## config.mk

```make
export PLATFORM = sky130hd
export DESIGN_NAME = rv32i_execute_unit
export DESIGN_NICKNAME = d
export VERILOG_FILES = /design/src/hdl/rvex_pkg.sv /design/src/hdl/rvex_regfile.sv /design/src/hdl/rvex_alu.sv /design/src/hdl/rv32i_execute_unit.sv
export SDC_FILE = /design/constraint.sdc
export NUM_CORES = 2
export LEC_CHECK = 0
export BUFFER_PORTS_ARGS = -buffer_cell sky130_fd_sc_hd__clkbuf_2
export CAP_MARGIN = 10
export CORE_MARGIN = 5
export CORE_UTILIZATION = 65
export CTS_BUF_LIST = sky130_fd_sc_hd__clkbuf_16
export DETAILED_ROUTE_END_ITERATION = 12
export PLACE_DENSITY = 0.83
export SLEW_MARGIN = 0
export SYNTH_ARGS = -nofsm -noshare
export SYNTH_HDL_FRONTEND = slang
export SYNTH_SLANG_ARGS = --single-unit
```

## constraint.sdc

```tcl
create_clock -name clk -period 9.9 [get_ports clk]
set_input_delay 0.495 -clock clk [delete_from_list [all_inputs] [get_ports clk]]
set_output_delay 0.495 -clock clk [all_outputs]
set_load 0.1 [all_outputs]
```

## src/hdl/rvex_pkg.sv

```systemverilog
// rvex_pkg: shared types and constants of the rv32i execute unit
// operation codes, access sizes, write-back port and result record
// no dependencies
`default_nettype none

package rvex_pkg;

  localparam int XLEN = 32;
  localparam int REG_IDX_W = 5;
  localparam int IMM_W = 21;

  typedef enum logic [5:0] {
    OP_LUI    = 6'd0,
    OP_AUIPC  = 6'd1,
    OP_JAL    = 6'd2,
    OP_JALR   = 6'd3,
    OP_BEQ    = 6'd4,
    OP_BNE    = 6'd5,
    OP_BLT    = 6'd6,
    OP_BGE    = 6'd7,
    OP_BLTU   = 6'd8,
    OP_BGEU   = 6'd9,
    OP_LB     = 6'd10,
    OP_LH     = 6'd11,
    OP_LW     = 6'd12,
    OP_LBU    = 6'd13,
    OP_LHU    = 6'd14,
    OP_SB     = 6'd15,
    OP_SH     = 6'd16,
    OP_SW     = 6'd17,
    OP_ADDI   = 6'd18,
    OP_SLTI   = 6'd19,
    OP_SLTIU  = 6'd20,
    OP_XORI   = 6'd21,
    OP_ORI    = 6'd22,
    OP_ANDI   = 6'd23,
    OP_SLLI   = 6'd24,
    OP_SRLI   = 6'd25,
    OP_SRAI   = 6'd26,
    OP_ADD    = 6'd27,
    OP_SUB    = 6'd28,
    OP_SLL    = 6'd29,
    OP_SLT    = 6'd30,
    OP_SLTU   = 6'd31,
    OP_XOR    = 6'd32,
    OP_SRL    = 6'd33,
    OP_SRA    = 6'd34,
    OP_OR     = 6'd35,
    OP_AND    = 6'd36
  } op_t;

  typedef enum logic [1:0] {
    SIZE_BYTE = 2'd0,
    SIZE_HALF = 2'd1,
    SIZE_WORD = 2'd2
  } mem_size_t;

  // register file write port
  typedef struct packed {
    logic                 en;
    logic [REG_IDX_W-1:0] addr;
    logic [XLEN-1:0]      data;
  } rf_wr_t;

  // one executed instruction
  typedef struct packed {
    logic [XLEN-1:0]      next_pc;
    logic                 mem_valid;
    logic                 mem_write;
    logic [1:0]           mem_size;
    logic [XLEN-1:0]      mem_address;
    logic [XLEN-1:0]      mem_wdata;
    logic                 wb_valid;
    logic [REG_IDX_W-1:0] wb_index;
    logic [XLEN-1:0]      wb_value;
    logic                 trap;
  } exec_res_t;

endpackage

`default_nettype wire

```

## src/hdl/rvex_regfile.sv

```systemverilog
// rvex_regfile: integer register file, one write and two registered reads
// per-entry valid bits make never-written registers read as zero
// depends on rvex_pkg
`default_nettype none

module rvex_regfile
  import rvex_pkg::*;
#(
  parameter int REGISTER_COUNT = 32
) (
  input  wire logic                 clk,
  input  wire logic                 rst_n,
  input  wire logic                 rd_en,
  input  wire logic [REG_IDX_W-1:0] rd_addr1,
  input  wire logic [REG_IDX_W-1:0] rd_addr2,
  input  wire rf_wr_t               wr,
  output logic      [XLEN-1:0]      rd_data1,
  output logic      [XLEN-1:0]      rd_data2
);

  localparam int IDX_W = $clog2(REGISTER_COUNT);
  localparam logic [REG_IDX_W:0] REG_LIMIT = (REG_IDX_W+1)'(REGISTER_COUNT);

  logic [XLEN-1:0]           regs_r [REGISTER_COUNT];
  logic [REGISTER_COUNT-1:0] valid_r;
  logic [XLEN-1:0]           q1_r, q2_r, byp_data_r;
  logic                      live1_r, live2_r, byp1_r, byp2_r;
  logic                      live1_nxt, live2_nxt;

  // a source is live when nonzero, inside the file and written before
  assign live1_nxt = (rd_addr1 != '0) && ({1'b0, rd_addr1} < REG_LIMIT) &&
                     valid_r[rd_addr1[IDX_W-1:0]];
  assign live2_nxt = (rd_addr2 != '0) && ({1'b0, rd_addr2} < REG_LIMIT) &&
                     valid_r[rd_addr2[IDX_W-1:0]];

  always_ff @(posedge clk) begin
    if (wr.en) begin
      regs_r[wr.addr[IDX_W-1:0]] <= wr.data;
    end
    if (rd_en) begin
      q1_r       <= regs_r[rd_addr1[IDX_W-1:0]];
      q2_r       <= regs_r[rd_addr2[IDX_W-1:0]];
      byp_data_r <= wr.data;
    end
  end

  always_ff @(posedge clk) begin
    if (!rst_n) begin
      valid_r <= '0;
      live1_r <= 1'b0;
      live2_r <= 1'b0;
      byp1_r  <= 1'b0;
      byp2_r  <= 1'b0;
    end else begin
      if (wr.en) begin
        valid_r[wr.addr[IDX_W-1:0]] <= 1'b1;
      end
      if (rd_en) begin
        live1_r <= live1_nxt;
        live2_r <= live2_nxt;
        // write in the same cycle wins over the old array contents
        byp1_r  <= wr.en && (wr.addr == rd_addr1);
        byp2_r  <= wr.en && (wr.addr == rd_addr2);
      end
    end
  end

  assign rd_data1 = byp1_r ? byp_data_r : (live1_r ? q1_r : '0);
  assign rd_data2 = byp2_r ? byp_data_r : (live2_r ? q2_r : '0);

endmodule

`default_nettype wire

```

## src/hdl/rvex_alu.sv

```systemverilog
// rvex_alu: combinational execute of one decoded rv32i instruction
// computes write-back, memory request, next pc and trap
// depends on rvex_pkg
`default_nettype none

module rvex_alu
  import rvex_pkg::*;
#(
  parameter int REGISTER_COUNT = 32
) (
  input  wire logic [5:0]           op,
  input  wire logic [REG_IDX_W-1:0] rd,
  input  wire logic [XLEN-1:0]      a,
  input  wire logic [XLEN-1:0]      b,
  input  wire logic [IMM_W-1:0]     imm,
  input  wire logic [XLEN-1:0]      ldata,
  input  wire logic                 ok,
  input  wire logic [XLEN-1:0]      pc,
  output exec_res_t                 res
);

  localparam logic [REG_IDX_W:0] REG_LIMIT = (REG_IDX_W+1)'(REGISTER_COUNT);

  logic [XLEN-1:0] i12, b13, j21, u_imm;
  logic [XLEN-1:0] pc_seq, addr_sum, load_val, val;
  logic [4:0]      sh, bsh;
  logic            taken, wb, trap;
  logic [1:0]      load_size;

  assign i12    = {{(XLEN-12){imm[11]}}, imm[11:0]};
  assign b13    = {{(XLEN-13){imm[12]}}, imm[12:0]};
  assign j21    = {{(XLEN-IMM_W){imm[IMM_W-1]}}, imm};
  assign u_imm  = {imm[19:0], 12'b0};
  assign sh     = imm[4:0];
  assign bsh    = b[4:0];
  assign pc_seq = pc + XLEN'(4);
  // shared by jalr, loads, stores and addi
  assign addr_sum = a + i12;

  always_comb begin
    case (op) inside
      OP_LB:   load_val = {{(XLEN-8){ldata[7]}}, ldata[7:0]};
      OP_LH:   load_val = {{(XLEN-16){ldata[15]}}, ldata[15:0]};
      OP_LBU:  load_val = {{(XLEN-8){1'b0}}, ldata[7:0]};
      OP_LHU:  load_val = {{(XLEN-16){1'b0}}, ldata[15:0]};
      default: load_val = ldata;
    endcase
    case (op) inside
      OP_LB, OP_LBU: load_size = SIZE_BYTE;
      OP_LH, OP_LHU: load_size = SIZE_HALF;
      default:       load_size = SIZE_WORD;
    endcase
  end

  always_comb begin
    res         = '0;
    res.next_pc = pc_seq;
    taken       = 1'b0;
    wb          = 1'b0;
    trap        = 1'b0;
    val         = '0;
    unique case (op) inside
      OP_LUI:   begin val = u_imm;          wb = 1'b1; end
      OP_AUIPC: begin val = pc + u_imm;     wb = 1'b1; end
      OP_JAL: begin
        val = pc_seq;
        wb  = 1'b1;
        res.next_pc = pc + j21;
      end
      OP_JALR: begin
        val = pc_seq;
        wb  = 1'b1;
        res.next_pc = {addr_sum[XLEN-1:1], 1'b0};
      end
      OP_BEQ:  taken = (a == b);
      OP_BNE:  taken = (a != b);
      OP_BLT:  taken = ($signed(a) < $signed(b));
      OP_BGE:  taken = !($signed(a) < $signed(b));
      OP_BLTU: taken = (a < b);
      OP_BGEU: taken = (a >= b);
      OP_LB, OP_LH, OP_LW, OP_LBU, OP_LHU: begin
        res.mem_valid   = 1'b1;
        res.mem_address = addr_sum;
        res.mem_size    = load_size;
        if (ok) begin
          val = load_val;
          wb  = 1'b1;
        end else begin
          trap = 1'b1;
        end
      end
      OP_SB, OP_SH, OP_SW: begin
        res.mem_valid   = 1'b1;
        res.mem_write   = 1'b1;
        res.mem_address = addr_sum;
        trap            = !ok;
        case (op) inside
          OP_SB: begin
            res.mem_size  = SIZE_BYTE;
            res.mem_wdata = {{(XLEN-8){1'b0}}, b[7:0]};
          end
          OP_SH: begin
            res.mem_size  = SIZE_HALF;
            res.mem_wdata = {{(XLEN-16){1'b0}}, b[15:0]};
          end
          default: begin
            res.mem_size  = SIZE_WORD;
            res.mem_wdata = b;
          end
        endcase
      end
      OP_ADDI:  begin val = addr_sum;                                wb = 1'b1; end
      OP_SLTI:  begin val = XLEN'($signed(a) < $signed(i12));        wb = 1'b1; end
      OP_SLTIU: begin val = XLEN'(a < i12);                          wb = 1'b1; end
      OP_XORI:  begin val = a ^ i12;                                 wb = 1'b1; end
      OP_ORI:   begin val = a | i12;                                 wb = 1'b1; end
      OP_ANDI:  begin val = a & i12;                                 wb = 1'b1; end
      OP_SLLI:  begin val = a << sh;                                 wb = 1'b1; end
      OP_SRLI:  begin val = a >> sh;                                 wb = 1'b1; end
      OP_SRAI:  begin val = $unsigned($signed(a) >>> sh);            wb = 1'b1; end
      OP_ADD:   begin val = a + b;                                   wb = 1'b1; end
      OP_SUB:   begin val = a - b;                                   wb = 1'b1; end
      OP_SLL:   begin val = a << bsh;                                wb = 1'b1; end
      OP_SLT:   begin val = XLEN'($signed(a) < $signed(b));          wb = 1'b1; end
      OP_SLTU:  begin val = XLEN'(a < b);                            wb = 1'b1; end
      OP_XOR:   begin val = a ^ b;                                   wb = 1'b1; end
      OP_SRL:   begin val = a >> bsh;                                wb = 1'b1; end
      OP_SRA:   begin val = $unsigned($signed(a) >>> bsh);           wb = 1'b1; end
      OP_OR:    begin val = a | b;                                   wb = 1'b1; end
      OP_AND:   begin val = a & b;                                   wb = 1'b1; end
      // fence, system, csr and unknown codes
      default:  trap = 1'b1;
    endcase

    if (taken) begin
      res.next_pc = pc + b13;
    end
    if (trap) begin
      res.next_pc = pc;
      wb          = 1'b0;
    end
    if ((rd == '0) || !({1'b0, rd} < REG_LIMIT)) begin
      wb = 1'b0;
    end
    res.trap     = trap;
    res.wb_valid = wb;
    res.wb_index = wb ? rd : '0;
    res.wb_value = wb ? val : '0;
  end

endmodule

`default_nettype wire

```

## src/hdl/rv32i_execute_unit.sv

```systemverilog
// rv32i_execute_unit: rv32i execute stage with register file and program counter
// a request passes the execute stage into the result register, waiting while it
// is full; throughput: one request per cycle when not stalled; register file read
// at accept, execute in the second stage, write-back bypassed into a same-cycle read
// reset: pc loads 0, register file valid bits clear so all registers read zero
// depends on rvex_pkg, rvex_regfile, rvex_alu
`default_nettype none

module rv32i_execute_unit
  import rvex_pkg::*;
#(
  parameter int REGISTER_COUNT = 32
) (
  input  wire logic                 clk,
  input  wire logic                 rst_n,
  // configuration: start address, also loads the pc at once
  input  wire logic                 cfg_valid,
  output logic                      cfg_ready,
  input  wire logic [XLEN-1:0]      cfg_start_address,
  // request channel
  input  wire logic                 in_valid,
  output logic                      in_ready,
  input  wire logic [5:0]           in_op,
  input  wire logic [REG_IDX_W-1:0] in_dest_index,
  input  wire logic [REG_IDX_W-1:0] in_src1_index,
  input  wire logic [REG_IDX_W-1:0] in_src2_index,
  input  wire logic [IMM_W-1:0]     in_immediate,
  input  wire logic [XLEN-1:0]      in_load_data,
  input  wire logic                 in_access_ok,
  // result channel
  output logic                      out_valid,
  input  wire logic                 out_ready,
  output logic [XLEN-1:0]           out_next_pc,
  output logic                      out_mem_valid,
  output logic                      out_mem_write,
  output logic [1:0]                out_mem_size,
  output logic [XLEN-1:0]           out_mem_address,
  output logic [XLEN-1:0]           out_mem_wdata,
  output logic                      out_wb_valid,
  output logic [REG_IDX_W-1:0]      out_wb_index,
  output logic [XLEN-1:0]           out_wb_value,
  output logic                      out_trap
);

  // handshake
  logic in_fire, cfg_fire, s1_adv;

  // execute stage holding register
  logic                 s1_v_r, s1_v_nxt;
  logic [5:0]           s1_op_r;
  logic [REG_IDX_W-1:0] s1_rd_r;
  logic [IMM_W-1:0]     s1_imm_r;
  logic [XLEN-1:0]      s1_ldata_r;
  logic                 s1_ok_r;

  // architectural pc, updated as each instruction retires into the result register
  logic [XLEN-1:0] pc_r, pc_nxt;

  // result register
  logic      out_v_r, out_v_nxt;
  exec_res_t out_r;

  logic [XLEN-1:0] src_a, src_b;
  exec_res_t       res;
  rf_wr_t          rf_wr;

  assign cfg_ready = 1'b1;
  assign cfg_fire  = cfg_valid && cfg_ready;

  // stage 1 moves on whenever the result register is free or being drained
  assign s1_adv   = s1_v_r && (!out_v_r || out_ready);
  assign in_ready = !s1_v_r || s1_adv;
  assign in_fire  = in_valid && in_ready;

  assign s1_v_nxt  = in_fire ? 1'b1 : (s1_adv ? 1'b0 : s1_v_r);
  assign out_v_nxt = s1_adv ? 1'b1 : (out_ready ? 1'b0 : out_v_r);

  always_comb begin
    pc_nxt = pc_r;
    if (cfg_fire) begin
      pc_nxt = cfg_start_address;
    end else if (s1_adv) begin
      pc_nxt = res.next_pc;
    end
  end

  // write-back happens at the same edge the result is registered
  always_comb begin
    rf_wr.en   = s1_adv && res.wb_valid;
    rf_wr.addr = res.wb_index;
    rf_wr.data = res.wb_value;
  end

  rvex_regfile #(
    .REGISTER_COUNT(REGISTER_COUNT)
  ) u_regfile (
    .clk      (clk),
    .rst_n    (rst_n),
    .rd_en    (in_fire),
    .rd_addr1 (in_src1_index),
    .rd_addr2 (in_src2_index),
    .wr       (rf_wr),
    .rd_data1 (src_a),
    .rd_data2 (src_b)
  );

  rvex_alu #(
    .REGISTER_COUNT(REGISTER_COUNT)
  ) u_alu (
    .op    (s1_op_r),
    .rd    (s1_rd_r),
    .a     (src_a),
    .b     (src_b),
    .imm   (s1_imm_r),
    .ldata (s1_ldata_r),
    .ok    (s1_ok_r),
    .pc    (pc_r),
    .res   (res)
  );

  // control state
  always_ff @(posedge clk) begin
    if (!rst_n) begin
      s1_v_r  <= 1'b0;
      out_v_r <= 1'b0;
      pc_r    <= '0;
    end else begin
      s1_v_r  <= s1_v_nxt;
      out_v_r <= out_v_nxt;
      pc_r    <= pc_nxt;
    end
  end

  // payload, no reset needed
  always_ff @(posedge clk) begin
    if (in_fire) begin
      s1_op_r    <= in_op;
      s1_rd_r    <= in_dest_index;
      s1_imm_r   <= in_immediate;
      s1_ldata_r <= in_load_data;
      s1_ok_r    <= in_access_ok;
    end
    if (s1_adv) begin
      out_r <= res;
    end
  end

  assign out_valid       = out_v_r;
  assign out_next_pc     = out_r.next_pc;
  assign out_mem_valid   = out_r.mem_valid;
  assign out_mem_write   = out_r.mem_write;
  assign out_mem_size    = out_r.mem_size;
  assign out_mem_address = out_r.mem_address;
  assign out_mem_wdata   = out_r.mem_wdata;
  assign out_wb_valid    = out_r.wb_valid;
  assign out_wb_index    = out_r.wb_index;
  assign out_wb_value    = out_r.wb_value;
  assign out_trap        = out_r.trap;

  // x0 is never reported as written
  a_no_x0_write: assert property (@(posedge clk) disable iff (!rst_n)
    out_v_r |-> !(out_r.wb_valid && (out_r.wb_index == '0)))
    else $error("write-back to x0 reported");

  // a trapping instruction neither writes a register nor moves the pc
  a_trap_holds: assert property (@(posedge clk) disable iff (!rst_n)
    (s1_adv && res.trap && !cfg_fire) |=> (pc_r == $past(pc_r)) && !$past(rf_wr.en))
    else $error("trap changed architectural state");

  // the pc follows the retiring instruction's next pc
  a_pc_follows: assert property (@(posedge clk) disable iff (!rst_n)
    (s1_adv && !cfg_fire) |=> (pc_r == out_r.next_pc))
    else $error("pc out of step with retired instruction");

endmodule

`default_nettype wire
```

==> summary.md, run 1 <==
| Metric | Value |
|---|---|
| Post-CTS Resized | `0` |
| Die height | `about 360 um` |
| Port buffer count | `around 250` |
| Vias in the first global route | `76900` |
| Clk sink count | `1393` |
| First error | `[ERROR GRT-0116] Global routing finished with congestion. Check the congestion regions in the DRC Viewer.` |
| Die X | `361 um` |
| Fraction of registers with async set/reset | `0` |
| Syn. warnings | `0` |
| Gr ovfl total | `121` |
| Top-area cell type share of the netlist area | `0.497` |
| Cell with the most instances after synthesis | `edfxtp_1` |
| Pin count of the biggest net entering global routing | `~110` |
| H-tree levels | `4` |
| Syn Area/Cell | `13.5 um^2` |
| Seq/Total Area, Yosys | `0.514` |
| Gpl congestion | `1.19` |
| Status | `stopped before the end` |
| CTS Root Buffer Type | `clkbuf_16` |
| Initial Utilization | `0.656` |
| Last stage reached | `5_1_grt` |
| GRT Overall Usage | `0.738` |
| Number of library cell types mapped by synthesis | `100` |
| CTS Buf Count | `141` |
| Post-Synthesis Cells | `5909` |
| EDFF count, synth | `1324` |
| Num ports | `about 250` |
| Clock buffer depth | `3` |
| Yosys reg bits | `1393` |
| Post-Place Worst Slack | `2.68 ns` |
| DP HPWL | `263 mm` |
| Post-synth top area cell | `edfxtp_1` |
| Placement row count | `128` |
| Synthesized area | `80000 um^2` |
| Synth top area cells | `edfxtp_1 (50%), mux4_2 (19%), ha_1 (3.0%)` |
| Synth Flop Type | `edfxtp_1` |
| Synth cell count leaders | `edfxtp_1 (1324), mux4_2 (667), nor2_1 (408)` |
| First-pass GRT wire length | `653 mm` |
[metal layers]
metal  overflow  global-route usage
met5          2               0.387
met4         38               0.643
met3         21               0.615
met2         38               0.888
met1         22               0.762
[timing repair]
action                                 CTS
setup buffers                            0
hold buffers                            82
endpoints found under the hold margin   82
[cells by family after synthesis]
logic type	after synthesis	synth area share
AO/OA/AOI/OAI	1440	0.117
flip-flops	1393	0.514
AND/OR/NAND/NOR	1200	0.0688
multiplexers	911	0.220
buffers and inverters	588	0.0286
adder cells (fa/ha/maj)	199	0.0316
XOR/XNOR	176	0.0193
other	2	0.0000938
[per-stage QoR]
step,cells,hold slack (ns),area (um^2),util
after floorplan,5940,0.451,80200,-
after global placement,7629,0.459,84200,0.690
after detailed placement,7633,0.490,84200,0.690
after CTS,7973,0.0141,89600,0.734
==> inputs of run 2 (changes only) <==
Settings changed: CORE_UTILIZATION 65 to 40, CTS_BUF_LIST sky130_fd_sc_hd__clkbuf_16 to unset, PLACE_DENSITY 0.83 to unset, PLACE_DENSITY_LB_ADDON set to 0.15.
==> run 2 against run 1 <==
Compared with the run above: the run now ends clean; synthesized cell count did not move; area after synthesis did not move.
==> summary.md, run 2 <==
| Metric | Value |
|---|---|
| Synthesized area | `about 80000 um^2` |
| Gpl congestion | `1.03` |
| Initial Utilization | `0.401` |
| DP HPWL | `240 mm` |
| Worst EP arrival | `around 8.4 ns` |
| Worst-Skew Late Latency | `0.85 ns` |
| Port buffer count | `roughly 250` |
| Flop pwr share | `0.472` |
| Synth top area cells | `edfxtp_1 (50%), mux4_2 (19%), ha_1 (3.0%)` |
| CTS Buf Count | `154` |
| Max FFs per register | `1024` |
| Nets | `6566` |
| Slew Limit Fails | `0` |
| Die height | `457 um` |
| FF/Latch Area | `41100 um^2` |
| Critical Path RT | `10.63 ns` |
| Critical setup path kind | `register to register` |
| Fraction of registers with async set/reset | `0` |
| Leak | `0.0322 uW` |
| Core area | `199000 um^2` |
| Seq/Total Area, Yosys | `0.514` |
| Switch Pwr | `3810 uW` |
| Die X | `457 um` |
| Share of cells above drive strength 1 | `0.249` |
| Yosys reg bits | `roughly 1400` |
| Status | `finished clean` |
| Setup TNS | `0 ns` |
| Placement row count | `about 160` |
| Crit. End Element | `register` |
| CTS Root Buffer Type | `clkbuf_16` |
| Vias in the first global route | `roughly 58000` |
| Period utilisation layout | `0.770` |
| Wire length per cell | `38.2 um` |
| Final wirelength | `345 mm` |
| Clk pwr share | `0.405` |
| Via density | `~6.6` |
| Area growth syn-to-layout | `14.3%` |
| Crit path time final | `7.62 ns` |
| CP startpoint kind | `register` |
| Slew Limit Headroom | `0.0461` |
| Setup violations, final | `0` |
| EDFF count, synth | `approximately 1300` |
| Fmax achieved | `between 100 and 150 MHz` |
| CTS clock-pin slew for the worst setup and hold paths | `0.06 ns` |
| Setup bufs post-CTS | `0` |
| Hold Crit Class | `primary input to register` |
| Setup Skew | `0.0598 ns` |
| Max cap viols | `0` |
| Final hold violation count | `0` |
| Most frequent cells in the layout | `edfxtp_1 (1324), mux4_2 (667), a21oi_1 (386), nor2_1 (370), nand2_1 (353)` |
| Number of library cell types mapped by synthesis | `100` |
| TritonCTS clock tree | `done` |
| Antenna violations before repair | `21` |
| RSZ-0062 raised after global routing | `no` |
| Gr ovfl total | `0` |
| Clock buffer depth | `3` |
| Hold WS | `0.0902 ns` |
| Sw frac | `0.271` |
| Worst Max-Slew Pin Slew | `1.43 ns` |
| DR DRC count | `0` |
| Synth cell count leaders | `edfxtp_1 (1324), mux4_2 (667), nor2_1 (408)` |
| Peak VDD IR | `0.187 mV` |
| Cell-internal power | `10200 uW` |
| Leading cell type in the layout, fill and taps excluded | `edfxtp_1` |
| Cell with the most instances after synthesis | `edfxtp_1` |
| Syn. warnings | `0` |
| Multi-input gate area | `37400 um^2` |
| GRT Overall Usage | `0.322` |
| DRT Pass-1 Iters | `6` |
| Via count | `59600` |
| Top-area cell type share of the netlist area | `0.497` |
| First-pass GRT wire length | `475 mm` |
| Post-Synthesis Cells | `about 5900` |
| Pin count of the biggest net entering global routing | `105` |
| H-tree levels | `4` |
| Clk sink count | `1393` |
| DRT antenna net count | `0` |
| Power Dens Cells | `154 nW/um^2` |
| Num ports | `around 250` |
| Fillers | `17800` |
| Syn Area/Cell | `13.5 um^2` |
| Die ar. | `209000 um^2` |
| Synth Flop Type | `edfxtp_1` |
| CP Max Fanout | `22` |
| Initial drt markers | `7370` |
| Comb power frac | `0.123` |
| Post-synth top area cell | `edfxtp_1` |
-- run 2: layer usage --
| layer | up-vias | global-route usage | routed length, um | share of wire |
|---|---|---|---|---|
| met1 | 31200 | 0.441 | 140000 | 0.41 |
| met3 | 629 | 0.0558 | 27300 | 0.079 |
| met5 | - | 0 | 39 | 0.00011 |
| li1 | 24500 | - | - | - |
| met4 | 6 | 0.133 | 16700 | 0.048 |
| met2 | 3215 | 0.511 | 161000 | 0.47 |
-- run 2: path summary, 6_finish.rpt --
| path | startpoint | endpoint | cells past startpoint | slack (ns) |
|---|---|---|---|---|
| max | u_regfile.live1_r | pc_r[17] | 18 | 2.28 |
| min reg2reg | u_regfile.valid_r[31] | u_regfile.valid_r[31] | 1 | 0.48 |
| max reg2reg | u_regfile.live1_r | pc_r[17] | 18 | 2.28 |
| min | cfg_start_address[27] | pc_r[27] | 3 | 0.09 |
-- run 2: cells by family (layout without fill, tap and decap cells) --
group                      after synthesis  after routing  share of synthesized area
adders and majority gates              199            199                     0.0316
and+or+nand+nor                       1200           1200                     0.0688
DFF                                   1393           1393                      0.514
AOI/OAI and AO/OA                     1440           1440                      0.117
buffers and inverters                  588           1025                     0.0286
other                                    2             40                  0.0000938
xor gates and xnor gates               176            176                     0.0193
muxes                                  911            911                      0.220
-- run 2: cell type report --
class | count | share of cell area
sequential | 1393 | 0.450
multi-input combinational | 3959 | 0.408
timing repair buffer | 581 | 0.0447
clock buffer | 198 | 0.0441
tap | 2656 | 0.0363
clock inverter | 80 | 0.00987
inverter | 166 | 0.00695
antenna | 7 | 0.000191
-- run 2: worst max-delay path: stages (launching register included) --
cell	delay [ns]
dfxtp_1	0.31
nor2b_4	0.16
buf_4	0.24
a22oi_1	1.11
inv_1	0.63
ha_1	0.69
nand2_1	0.28
nor3_2	0.83
nand4_1	0.22
nor4_2	0.19
buf_4	0.24
nand4_1	0.37
xnor2_1	0.25
o311ai_1	0.30
buf_4	0.24
or2_1	0.64
nor3_1	0.14
or4_1	0.51
a21oi_1	0.13
-- run 2: power by group through the flow --
| stage | combinational [uW] | clock (uW) | sequential (uW) |
|---|---|---|---|
| 2_1_floorplan | 893 | 0 | 6910 |
| 3_3_place_gp | 1690 | 0 | 6750 |
| 3_5_place_dp | 1680 | 0 | 6750 |
| 4_1_cts | 1710 | 5820 | 6630 |
| 5_1_grt | 1800 | 6040 | 6630 |
| 6_report | 1730 | 5700 | 6630 |
-- run 2: stage by stage --
stage          power (uW)  worst slack (ns)  cell area, um^2  instances   util
2_1_floorplan        7810              3.00            80200       5940      -
3_3_place_gp         8440             0.613            85700       8667  0.430
3_5_place_dp         8430              2.64            85700       8670  0.430
4_1_cts             14200              2.62            91500       9033  0.459
5_1_grt             14500              2.33            91500       9035  0.459
6_report            14100              2.28            91500       9040  0.459
-- run 2: repair_timing --
| item | in CTS | in global routing |
|---|---|---|
| hold endpoints to repair | 85 | 0 |
| hold buffers | 85 | 0 |
| resized for setup | 0 | 0 |
Note: power is estimated with default switching activity, not from simulation.
